--- src/hw/rtl/cis_pkg.sv ---
// ----------------------------------------------------------------------------
// cis_pkg
// Types, constants and spectral mask tables shared by the interference
// spreader modules.
// ----------------------------------------------------------------------------
package cis_pkg;

  localparam int TAB_LEN   = 8;
  localparam int TAB_IDX_W = 3;
  localparam int CFG_IDX_W = 4;

  localparam logic [CFG_IDX_W-1:0] CFG_NOISE_FLOOR = 4'd0;
  localparam logic [CFG_IDX_W-1:0] CFG_TOP_CHANNEL = 4'd1;

  localparam logic signed [7:0] NOISE_FLOOR_RST = -8'sd90;
  localparam logic [7:0]        TOP_CHANNEL_RST = 8'd11;

  localparam logic [3:0] LEN_SHORT = 4'd4;
  localparam logic [3:0] LEN_N40   = 4'd8;

  typedef enum logic [1:0] {
    MASK_G,
    MASK_B,
    MASK_N40
  } mask_id_t;

  typedef struct packed {
    logic signed [7:0] noise_floor;
    logic [7:0]        top_channel;
  } cfg_t;

  typedef struct packed {
    logic [7:0]        chan;
    logic signed [7:0] dbm;
    mask_id_t          mask_id;
  } job_t;

  typedef struct packed {
    logic [7:0]        chan;
    logic signed [7:0] dbm;
    logic              last;
  } result_t;

  localparam logic signed [5:0] MASK_B_TAB [TAB_LEN] =
    '{6'sd0, 6'sd0, -6'sd30, -6'sd30, 6'sd0, 6'sd0, 6'sd0, 6'sd0};
  localparam logic signed [5:0] MASK_G_TAB [TAB_LEN] =
    '{6'sd0, -6'sd10, -6'sd26, -6'sd28, 6'sd0, 6'sd0, 6'sd0, 6'sd0};
  localparam logic signed [5:0] MASK_N40_TAB [TAB_LEN] =
    '{6'sd0, 6'sd0, 6'sd0, -6'sd10, -6'sd22, -6'sd25, -6'sd27, -6'sd30};

  function automatic logic signed [5:0] mask_db(mask_id_t id, logic [TAB_IDX_W-1:0] idx);
    logic signed [5:0] val;
    unique case (id)
      MASK_B:   val = MASK_B_TAB[idx];
      MASK_N40: val = MASK_N40_TAB[idx];
      default:  val = MASK_G_TAB[idx];
    endcase
    return val;
  endfunction

endpackage

--- src/hw/rtl/cis_front.sv ---
// ----------------------------------------------------------------------------
// cis_front
// Accepts station reports, selects the spectral mask and works out which
// result slots are emitted, then queues the job for the back end.
// ----------------------------------------------------------------------------
module cis_front #(
  parameter int TAPS  = 8,
  parameter int SLOTS = 17
) (
  input  logic                     clk,
  input  logic                     rst_n,
  input  cis_pkg::cfg_t            cfg,
  input  logic                     in_push,
  output logic                     in_full,
  input  logic [7:0]               in_primary_channel,
  input  logic signed [7:0]        in_strength,
  input  logic                     in_mode_b,
  input  logic                     in_mode_n,
  input  logic                     in_wide_40,
  output logic                     job_valid,
  input  logic                     job_pop,
  output cis_pkg::job_t            job,
  output logic [SLOTS-1:0]         job_slots
);
  import cis_pkg::*;

  job_t             new_job;
  logic [SLOTS-1:0] new_slots;
  logic             low;
  logic [3:0]       len;
  logic             push_ok;

  job_t             job_mem_r   [2];
  logic [SLOTS-1:0] slots_mem_r [2];
  logic             wr_ptr_r;
  logic             rd_ptr_r;
  logic [1:0]       count_r;

  assign low = in_primary_channel <= cfg.top_channel;

  always_comb begin
    new_job.chan = in_primary_channel;
    new_job.dbm  = in_strength;
    if (in_mode_b) begin
      new_job.mask_id = MASK_B;
    end else if (in_mode_n && in_wide_40) begin
      new_job.mask_id = MASK_N40;
    end else begin
      new_job.mask_id = MASK_G;
    end
    len = (new_job.mask_id == MASK_N40) ? LEN_N40 : LEN_SHORT;
  end

  always_comb begin
    logic signed [8:0] contrib;
    logic              tap_on;
    new_slots    = '0;
    new_slots[0] = 1'b1;
    for (int i = 0; i < TAPS; i++) begin
      contrib = 9'(in_strength) + 9'(mask_db(new_job.mask_id, TAB_IDX_W'(i)));
      tap_on  = low && (4'(i) < len) && (contrib >= 9'(cfg.noise_floor));
      new_slots[2*i+1] = tap_on &&
                         (({1'b0, in_primary_channel} + 9'(i + 1)) <= {1'b0, cfg.top_channel});
      new_slots[2*i+2] = tap_on && ({1'b0, in_primary_channel} > 9'(i + 1));
    end
  end

  assign in_full   = count_r == 2'd2;
  assign push_ok   = in_push && !in_full;
  assign job_valid = count_r != 2'd0;
  assign job       = job_mem_r[rd_ptr_r];
  assign job_slots = slots_mem_r[rd_ptr_r];

  always_ff @(posedge clk) begin
    if (!rst_n) begin
      wr_ptr_r <= 1'b0;
      rd_ptr_r <= 1'b0;
      count_r  <= 2'd0;
    end else begin
      if (push_ok) begin
        wr_ptr_r <= !wr_ptr_r;
      end
      if (job_pop && job_valid) begin
        rd_ptr_r <= !rd_ptr_r;
      end
      count_r <= count_r + 2'(push_ok) - 2'(job_pop && job_valid);
    end
  end

  always_ff @(posedge clk) begin
    if (push_ok) begin
      job_mem_r[wr_ptr_r]   <= new_job;
      slots_mem_r[wr_ptr_r] <= new_slots;
    end
  end

endmodule

--- src/hw/rtl/cis_back.sv ---
// ----------------------------------------------------------------------------
// cis_back
// Walks the emitted slots of one job, one result beat per cycle while the output
// queue has room, and holds the results in a two-entry output queue.
// ----------------------------------------------------------------------------
module cis_back #(
  parameter int TAPS  = 8,
  parameter int SLOTS = 17
) (
  input  logic                 clk,
  input  logic                 rst_n,
  input  logic                 job_valid,
  output logic                 job_pop,
  input  cis_pkg::job_t        job,
  input  logic [SLOTS-1:0]     job_slots,
  output logic                 out_empty,
  input  logic                 out_pop,
  output logic [7:0]           out_channel,
  output logic signed [7:0]    out_strength,
  output logic                 out_last
);
  import cis_pkg::*;

  localparam int SW = $clog2(SLOTS);
  localparam int KW = $clog2(TAPS + 1);

  job_t             cur_r;
  logic [SLOTS-1:0] slots_r;
  logic             busy_r;

  logic [SLOTS-1:0] low_bit;
  logic [SLOTS-1:0] rest;
  logic [SW-1:0]    sel;
  logic [SW:0]      sel_inc;
  logic [KW-1:0]    k;
  logic             emit;
  logic             finish;
  result_t          res;

  result_t          obuf_r [2];
  logic             owr_ptr_r;
  logic             ord_ptr_r;
  logic [1:0]       ocount_r;
  logic             obuf_full;
  logic             opop_ok;

  assign low_bit = slots_r & (~slots_r + 1'b1);
  assign rest    = slots_r & ~low_bit;

  always_comb begin
    sel = '0;
    for (int s = SLOTS - 1; s >= 0; s--) begin
      if (slots_r[s]) begin
        sel = SW'(s);
      end
    end
  end

  assign sel_inc = {1'b0, sel} + 1'b1;
  assign k       = KW'(sel_inc >> 1);

  always_comb begin
    logic signed [8:0] contrib;
    contrib  = 9'(cur_r.dbm) + 9'(mask_db(cur_r.mask_id, TAB_IDX_W'(k - 1'b1)));
    res.last = rest == '0;
    if (sel == '0) begin
      res.chan = cur_r.chan;
      res.dbm  = cur_r.dbm;
    end else begin
      res.dbm  = contrib[7:0];
      res.chan = sel[0] ? (cur_r.chan + 8'(k)) : (cur_r.chan - 8'(k));
    end
  end

  assign obuf_full = ocount_r == 2'd2;
  assign emit      = busy_r && !obuf_full;
  assign finish    = emit && res.last;
  assign job_pop   = job_valid && (!busy_r || finish);

  always_ff @(posedge clk) begin
    if (!rst_n) begin
      busy_r <= 1'b0;
    end else if (job_pop) begin
      busy_r <= 1'b1;
    end else if (finish) begin
      busy_r <= 1'b0;
    end
  end

  always_ff @(posedge clk) begin
    if (job_pop) begin
      cur_r   <= job;
      slots_r <= job_slots;
    end else if (emit) begin
      slots_r <= rest;
    end
  end

  assign out_empty    = ocount_r == 2'd0;
  assign opop_ok      = out_pop && !out_empty;
  assign out_channel  = obuf_r[ord_ptr_r].chan;
  assign out_strength = obuf_r[ord_ptr_r].dbm;
  assign out_last     = obuf_r[ord_ptr_r].last;

  always_ff @(posedge clk) begin
    if (!rst_n) begin
      owr_ptr_r <= 1'b0;
      ord_ptr_r <= 1'b0;
      ocount_r  <= 2'd0;
    end else begin
      if (emit) begin
        owr_ptr_r <= !owr_ptr_r;
      end
      if (opop_ok) begin
        ord_ptr_r <= !ord_ptr_r;
      end
      ocount_r <= ocount_r + 2'(emit) - 2'(opop_ok);
    end
  end

  always_ff @(posedge clk) begin
    if (emit) begin
      obuf_r[owr_ptr_r] <= res;
    end
  end

endmodule

--- src/hw/rtl/channel_interference_spreader.sv ---
// ----------------------------------------------------------------------------
// channel_interference_spreader
// Spreads one access point report over the neighboring channels that its
// signal reaches, using a spectral mask chosen from the mode flags.
// ----------------------------------------------------------------------------
// A report's first result beat passes the input queue, walker and output queue registers.
// Throughput: one result beat per cycle while the output queue has room; a report
// yields 1 to 2*min(MASK_TAPS,8)+1 result beats (17 at the default) from the slot walker.
// Reports queue two deep ahead of the walker, results two deep behind it.
// Reset is synchronous and active low; it empties both queues and reloads the
// noise floor (-90) and the top low-band channel (11).
module channel_interference_spreader #(
  parameter int MASK_TAPS = 8
) (
  input  logic                          clk,
  input  logic                          rst_n,
  input  logic                          cfg_valid,
  output logic                          cfg_ready,
  input  logic [cis_pkg::CFG_IDX_W-1:0] cfg_index,
  input  logic [7:0]                    cfg_data,
  input  logic                          in_push,
  output logic                          in_full,
  input  logic [7:0]                    in_primary_channel,
  input  logic signed [7:0]             in_strength,
  input  logic                          in_mode_b,
  input  logic                          in_mode_n,
  input  logic                          in_wide_40,
  output logic                          out_empty,
  input  logic                          out_pop,
  output logic [7:0]                    out_channel,
  output logic signed [7:0]             out_strength,
  output logic                          out_last
);
  import cis_pkg::*;

  localparam int TAPS  = (MASK_TAPS < TAB_LEN) ? MASK_TAPS : TAB_LEN;
  localparam int SLOTS = 2 * TAPS + 1;

  cfg_t             cfg_r;
  logic             job_valid;
  logic             job_pop;
  job_t             job;
  logic [SLOTS-1:0] job_slots;

  assign cfg_ready = 1'b1;

  always_ff @(posedge clk) begin
    if (!rst_n) begin
      cfg_r.noise_floor <= NOISE_FLOOR_RST;
      cfg_r.top_channel <= TOP_CHANNEL_RST;
    end else if (cfg_valid && cfg_ready) begin
      unique case (cfg_index)
        CFG_NOISE_FLOOR: cfg_r.noise_floor <= cfg_data;
        CFG_TOP_CHANNEL: cfg_r.top_channel <= cfg_data;
        default: ;
      endcase
    end
  end

  cis_front #(
    .TAPS  (TAPS),
    .SLOTS (SLOTS)
  ) u_front (
    .clk                (clk),
    .rst_n              (rst_n),
    .cfg                (cfg_r),
    .in_push            (in_push),
    .in_full            (in_full),
    .in_primary_channel (in_primary_channel),
    .in_strength        (in_strength),
    .in_mode_b          (in_mode_b),
    .in_mode_n          (in_mode_n),
    .in_wide_40         (in_wide_40),
    .job_valid          (job_valid),
    .job_pop            (job_pop),
    .job                (job),
    .job_slots          (job_slots)
  );

  cis_back #(
    .TAPS  (TAPS),
    .SLOTS (SLOTS)
  ) u_back (
    .clk          (clk),
    .rst_n        (rst_n),
    .job_valid    (job_valid),
    .job_pop      (job_pop),
    .job          (job),
    .job_slots    (job_slots),
    .out_empty    (out_empty),
    .out_pop      (out_pop),
    .out_channel  (out_channel),
    .out_strength (out_strength),
    .out_last     (out_last)
  );

endmodule

--- config.mk ---
export PLATFORM = sky130hd
export DESIGN_NAME = channel_interference_spreader
export DESIGN_NICKNAME = d
export VERILOG_FILES = /design/src/hw/rtl/cis_pkg.sv /design/src/hw/rtl/cis_front.sv /design/src/hw/rtl/cis_back.sv /design/src/hw/rtl/channel_interference_spreader.sv
export SDC_FILE = /design/constraint.sdc
export NUM_CORES = 1
export LEC_CHECK = 0
export ABC_AREA = 1
export BUFFER_PORTS_ARGS = -buffer_cell sky130_fd_sc_hd__buf_4
export CORE_ASPECT_RATIO = 0.75
export CORE_MARGIN = 1
export CORE_UTILIZATION = 57
export DETAILED_ROUTE_END_ITERATION = 10
export PLACE_DENSITY = 0.78
export SYNTH_ARGS = -nofsm -noshare
export SYNTH_HDL_FRONTEND = slang
export SYNTH_SLANG_ARGS = --single-unit
--- constraint.sdc ---
create_clock -name clk -period 4.5 [get_ports clk]
set_clock_uncertainty 0.05 [all_clocks]
set_input_delay 0.225 -clock clk [delete_from_list [all_inputs] [get_ports clk]]
set_output_delay 0.225 -clock clk [all_outputs]
set_load 0.01 [all_outputs]
# [Word-level counts from Yosys, hierarchy flattened]
# Memories as Yosys holds them, arrays and structs flattened. A register that Yosys moved wholly into a read port is not among the register bits.
# Index checks and enable logic that the tools add are counted.
[totals] reg_bits=42 romBits=144 in_bits=36 out_inout_bits=20 wordCells=193 ram_bits=102 latch_bits=0 mem_count=6
[classes] muxes=48 n_mul=0 magnitude_cmp=34 n_div=0 n_addsub=25 shift=0 reduce_logical=58 bitwise=5 eq_ne=7
[memory_table] name="(no name shown)" depth=8 width=6 read_ports=1 rd_clocked_by_memory_dff=0 wr=0 line_no="cis_pkg.sv:56" source="default: val = MASK_G_TAB[idx];"
[memory_table] name="(no name shown)" depth=8 width=6 read_ports=1 rd_clocked_by_memory_dff=0 wr=0 line_no="cis_pkg.sv:54" source="MASK_B: val = MASK_B_TAB[idx];"
[memory_table] name="(no name shown)" depth=8 width=6 read_ports=1 rd_clocked_by_memory_dff=0 wr=0 line_no="cis_pkg.sv:55" source="MASK_N40: val = MASK_N40_TAB[idx];"
[memory_table] name="u_front.job_mem_r" depth=2 width=18 read_ports=1 rd_clocked_by_memory_dff=1 wr=1 line_no="cis_front.sv:33" source="job_t job_mem_r [2];"
[memory_table] name="u_back.obuf_r" depth=2 width=17 read_ports=1 rd_clocked_by_memory_dff=1 wr=1 line_no="cis_back.sv:40" source="result_t obuf_r [2];"
[memory_table] name="u_front.slots_mem_r" depth=2 width=16 read_ports=1 rd_clocked_by_memory_dff=1 wr=1 line_no="cis_front.sv:34" source="logic [SLOTS-1:0] slots_mem_r [2];"
[ops] op="2-to-1 mux 5 bit" count=17
[ops] op="<= comparator 9 x 8 -> 1 bit" count=8
[ops] op="2-to-1 mux 6 bit" count=11
[ops] op="adder 8 x 6 -> 9 bit" count=7
[ops] op="greater-or-equal comparator 9 x 8 -> 1 bit" count=7
[ops] op="logical AND 1 bit" count=39
[ops] op="adder 8 x 3 -> 9 bit (second input constant)" count=4
[ops] op="bitwise AND 17 bit" count=2
[ops] op="2-to-1 mux 17 bit" count=2
[ops] op="NOT 17 bit" count=2
[ops] op="> comparator 8 x 3 -> 1 bit (second input constant)" count=4
[ops] op="one-hot mux 6 bit (2 select lines)" count=2
[ops] op="adder 8 x 2 -> 9 bit (second input constant)" count=2
[ops] op="adder 17 x 1 -> 17 bit (second input constant)" count=1
[ops] op="logical NOT 17 bit" count=1
[ops] op="> comparator 8 x 2 -> 1 bit (second input constant)" count=2
[ops] op="< comparator 3 x 4 -> 1 bit (first input constant)" count=4
[ops] op="2-to-1 mux 16 bit" count=1
[ops] op="2-to-1 mux 1 bit" count=10
[ops] op="one-hot mux 5 bit (2 select lines)" count=1
[ops] op="adder 8 x 1 -> 9 bit (second input constant)" count=1
[ops] op="adder 8 x 4 -> 9 bit (second input constant)" count=1
[ops] op="adder 8 x 4 -> 8 bit" count=1
[ops] op="adder 8 x 6 -> 8 bit" count=1
[ops] op="other kinds (27)" count=46

# [Depth between registers and ports, before layout]
[depth] depth_word=26 mapped_depth=43

# [Modules after synthesis]
# From an unflattened synthesis, not the netlist that was laid out.
[unflattened] cells_unflattened=1637 hier_area_um2=13556.8
[modules_own_cells] module="cis_front" area_each_um2=8521.9 seq_area_each_um2=2142.1 n_inst=1 cells_per_inst=1088
[modules_own_cells] module="cis_back" area_each_um2=4226.6 seq_area_each_um2=2192.1 n_inst=1 cells_per_inst=435
[modules_own_cells] module="channel_interference_spreader" area_each_um2=808.3 seq_area_each_um2=320.3 n_inst=1 cells_per_inst=114

# [Worst setup path after synthesis]
# No wires, ideal clock.
[synth_timing] path_kind="reg-to-reg" startpoint="register u_back.slots_r[13]" endpoint="memory u_back.obuf_r[0][8] in the netlist's numbering, data pin" period_less_slack_ps=4390 n_path_buf=0 required_time_ps=4193 path_slack_ps=110 path_stages_with_launch=43 t_arrival_ps=4083 cell_sequence="edfxtp_1 > inv_1 > nand2_1 > nand2_1 > nand2_1 > nand2_1 > nand2_1 > nand2_1 > nand2_1 > nand2_1 > nand2_1 > nand2_1 > nand2_1 > nand2_1 > nand2_1 > nand2_1 > inv_1 > ha_1 > (+7 left out) > nand2_1 > inv_1 > a22oi_1 > ha_1 > nand3_1 > nand2_1 > a21oi_1 > nor2_1 > nor2_1 > nor2_1 > nor2_1 > inv_1 > a21oi_1 > inv_1 > nand3_1 > nand3_1 > nand2_1 > nand2_1"
[synth_rtl] item="from (decl)" line_no="cis_back.sv:28" source="logic [SLOTS-1:0] slots_r;"
[synth_rtl] item="from (signal assigned)" line_no="cis_back.sv:93" source="slots_r <= job_slots;"
[synth_rtl] item="from (signal assigned)" line_no="cis_back.sv:95" source="slots_r <= rest;"
[synth_rtl] item="to (decl)" line_no="cis_back.sv:40"

==> flow_summary_export.csv <==
group,metric,value,unit
min_path,min_path_cells,1,
detailed_routing,ant_nets,0,
synthesis,yosysMostFrequentCell,"nand2_1",
clock_tree,clk_pin_slew,70,ps
clock_tree,clkSinkCount,164,
critical_path,path_common_cell,"nand2_1",
final_layout,drive_gt1_share,13.5,%
critical_path,crit_path_start_kind,"flop",
sta,holdWs,23.6,ps
final_layout,n_antenna_cell,0,
die,die-area,22500,sq um
clock_tree,cts_buffers,17,
sta,fin_crit_sh,101,%
synthesis,muxShareOfSynthArea,1.99,%
sta,slew_headroom,25.3,%
synthesis,synth_edf_count,137,
global_route,gr-usage-all-layers,25.3,%
synthesis,synth_top_family_by_area,"adder cells",
synthesis,async_reset_ff_share,0,%
synthesis,syn_area,12500,sq um
critical_path,r2r_cells,39,
detailed_routing,dr.pass1.iters,5,
final_layout,stdcell_area,14100,sq um
sta,worst_slew_pin_slew,1120,ps
critical_path,worst_setup_path_end_kind,"flop",
sta,setup_violations,2,
clock_tree,cts_tree,"yes",
power_and_ir_drop,leakage,0.00645,uW
power_and_ir_drop,peakVddDrop,0.423,mV
detailed_routing,wirelength,28200,um
critical_path,slowest_delay,420,ps
synthesis,avgSynthCellArea,8.87,sq um
min_path,hold_path_end,"u_front.job_mem_r[0][7]",
critical_path,r2r_slack,-30,ps
sta,slew_violations,0,
global_route,grt_pass1_wl,45300,um
critical_path,worstSetupPathType,"reg -> reg",
synthesis,synth_top_area_share,33.0,%
status,violations,"negative setup slack",
die,io_pins,56,
synthesis,syn_nets,1636,
min_path,hp-class,"in -> reg",
clock_tree,ctsHtreeMaxLevel,4,
critical_path,r2r-start,"u_back.slots_r[15]",
detailed_routing,routed_via_density,5.59,
global_route,antenna_found_initial,0,
placement,io_buffers,54,
die,die_h,130,um
detailed_routing,vias,9943,
sta,hold_viol,0,
clock_tree,clk_latency,420,ps
sta,rsz0062_at_grt,"true",
clock_tree,cts-root-buf,"clkbuf_16",
clock_tree,cts_buffer_depth,2,
die,core,21300,sq um
status,status,"complete, but fails checks",
synthesis,yosys.area_share.adder,19.8,%
die,die_w,173,um
global_route,grt_max_degree,42,
synthesis,synth-simple-area-share,13.9,%
final_layout,fin_nets,1709,
critical_path,cp_max_fo,5,
synthesis,ys_top_cells_by_count,"228 x nand2_1, 203 x inv_1, 188 x ha_1",
die,fp-row-count,46,
placement,post-dp-hpwl,20900,um
sta,fmax,221,MHz
placement,placed_area,13200,sq um
synthesis,ys_warn_count,0,
critical_path,crit_arrival,4650,ps
flow_run,maxCapViolations,0,
synthesis,synth_xor_area_share,5.13,%
power_and_ir_drop,p_per_area,618,nW/um^2
die,initial_core_util,58.5,%
synthesis,synth_flop_cell,"edfxtp_1",
synthesis,synth-seq-area-share,37.3,%
synthesis,synthDistinctLibCells,54,
detailed_routing,drt_iter0_markers,630,
global_route,grt_pass1_vias,9446,
synthesis,synthCells,1406,
sta,period_minus_slack,4530,ps
synthesis,yosys-top-cells-area,"edfxtp_1 33%, ha_1 19%, nand2_1 6.9%, inv_1 6.1%, a21oi_1 4.8%",
critical_path,timing.rr.end,"u_back.obuf_r[1][8]",
critical_path,slowest_stage,"edfxtp_1",
global_route,grt-ovfl-total,0,
synthesis,synth_seq_cells,164,
placement,globalplace.congestion,0.968,
sta,fin_ws,-30.3,ps
synthesis,synth_compound_area_share,14.2,%
min_path,min_from,"in_strength[5]",
detailed_routing,remaining_drc_errors,0,
final_layout,syn_to_final_growth,12.8,%
synthesis,yosysTopAreaCell,"edfxtp_1",
detailed_routing,routedWlPerCell,15.8,um
critical_path,required,4620,ps
-- area by class of cell --
type	instances	area, sq um
flip-flops and latches	164	4650
multi-input cells	1000	7030
well taps	288	360
fillers	1703	7230
clock inverters	14	143
repair buffers	85	656
clock buffers	18	429
inverters	211	797
-- through the flow --
step                      TNS [ps]  util [%]  cells  total power (uW)  worst slack (ps)
final                        -59.6      66.1   1780              8690             -30.3
after detailed placement      -369      62.0   1731              6650              -185
after floorplan                  0         -   1406              5590               110
after CTS                        0      65.3   1773              8220              24.2
after global routing         -1140      66.1   1780              9320              -331
after global placement           0      62.0   1731              6450              57.2
-- worst max-delay path, delay by kind of cell (launching register included) --
kind,cells,cell delay (ps)
DFF,1,420
AOI/OAI and AO/OA,5,890
buffers and inverters,3,200
adders and majority gates,3,520
and+or+nand+nor,28,2190
-- power breakdown --
part / total (uW) / leakage (uW) / internal, uW / switching, uW
sequential: 2720 / 0.00152 / 2410 / 304
combinational: 4580 / 0.00466 / 1900 / 2680
clock: 1390 / 0.000277 / 779 / 611
total: 8690 / 0.00645 / 5090 / 3600
-- logic make-up (layout without fill, tap and decap cells) --
logic type / Yosys count / count (layout)
AO/OA/AOI/OAI: 294 / 294
XOR/XNOR: 73 / 73
adder cells (fa/ha/maj): 194 / 194
buffers and inverters: 242 / 328
flip-flops: 164 / 164
multiplexers: 22 / 22
other: 1 / 1
AND/OR/NAND/NOR: 416 / 416
-- layer usage --
layer | vias to the layer above | wire length, um | global-route usage [%]
li1 | 4945 | - | -
met1 | 4582 | 12600 | 33.3
met2 | 360 | 13000 | 42.5
met3 | 56 | 1950 | 4.49
met4 | 0 | 602 | 8.85
met5 | - | 0 | 0
-- flip-flops by register name (all words and copies together), names as in the netlist, named ones only --
name	flops
u_back.owr_ptr_r	1
cfg_r	16
u_back.obuf_r	34
u_back.slots_r	17
u_back.ord_ptr_r	1
u_front.slots_mem_r	32
u_front.job_mem_r	36
u_back.cur_r	18
u_back.busy_r	1
u_front.rd_ptr_r	1
u_front.wr_ptr_r	1
u_back.ocount_r	2
u_front.count_r	2
-- what timing repair did --
action                     in CTS  in global routing
hold buffers                    7                  0
setup buffers                   3                  7
hold endpoints to repair       10                  0
resized for setup               9                 29
setup endpoints to repair       2                 16
pin swaps                       2                 27
-- worst max path at each step --
stage / to / cells after the start / slack, ps / from
after floorplan: u_back.obuf_r[0][8] / 42 / 110 / u_back.slots_r[13]
after global placement: u_back.obuf_r[0][8] / 42 / 60 / u_back.slots_r[13]
after detailed placement: u_back.obuf_r[0][8] / 39 / -180 / u_back.slots_r[13]
after CTS: u_back.obuf_r[1][8] / 39 / 20 / u_back.slots_r[15]
after global routing: u_back.obuf_r[1][8] / 39 / -330 / u_back.slots_r[15]
final: u_back.obuf_r[1][8] / 39 / -30 / u_back.slots_r[15]
-- cell usage in the layout, fill, tap and decap left out, types with 13 or more instances in the layout --
cell       synthesis  routed
nand3_1           29      26
o21ai_0           81      78
inv_1            203     200
edfxtp_1         137     137
dfxtp_1           27      27
nor2_1           109     103
o21ai_2           12      13
xor2_1            65      65
clkbuf_16          0      17
nor3_1            21      21
a21oi_1          120     115
ha_1             188     183
mux2_2            22      22
nand2_1          228     222
buf_4              1      78
(Power assumes the default switching activity.)
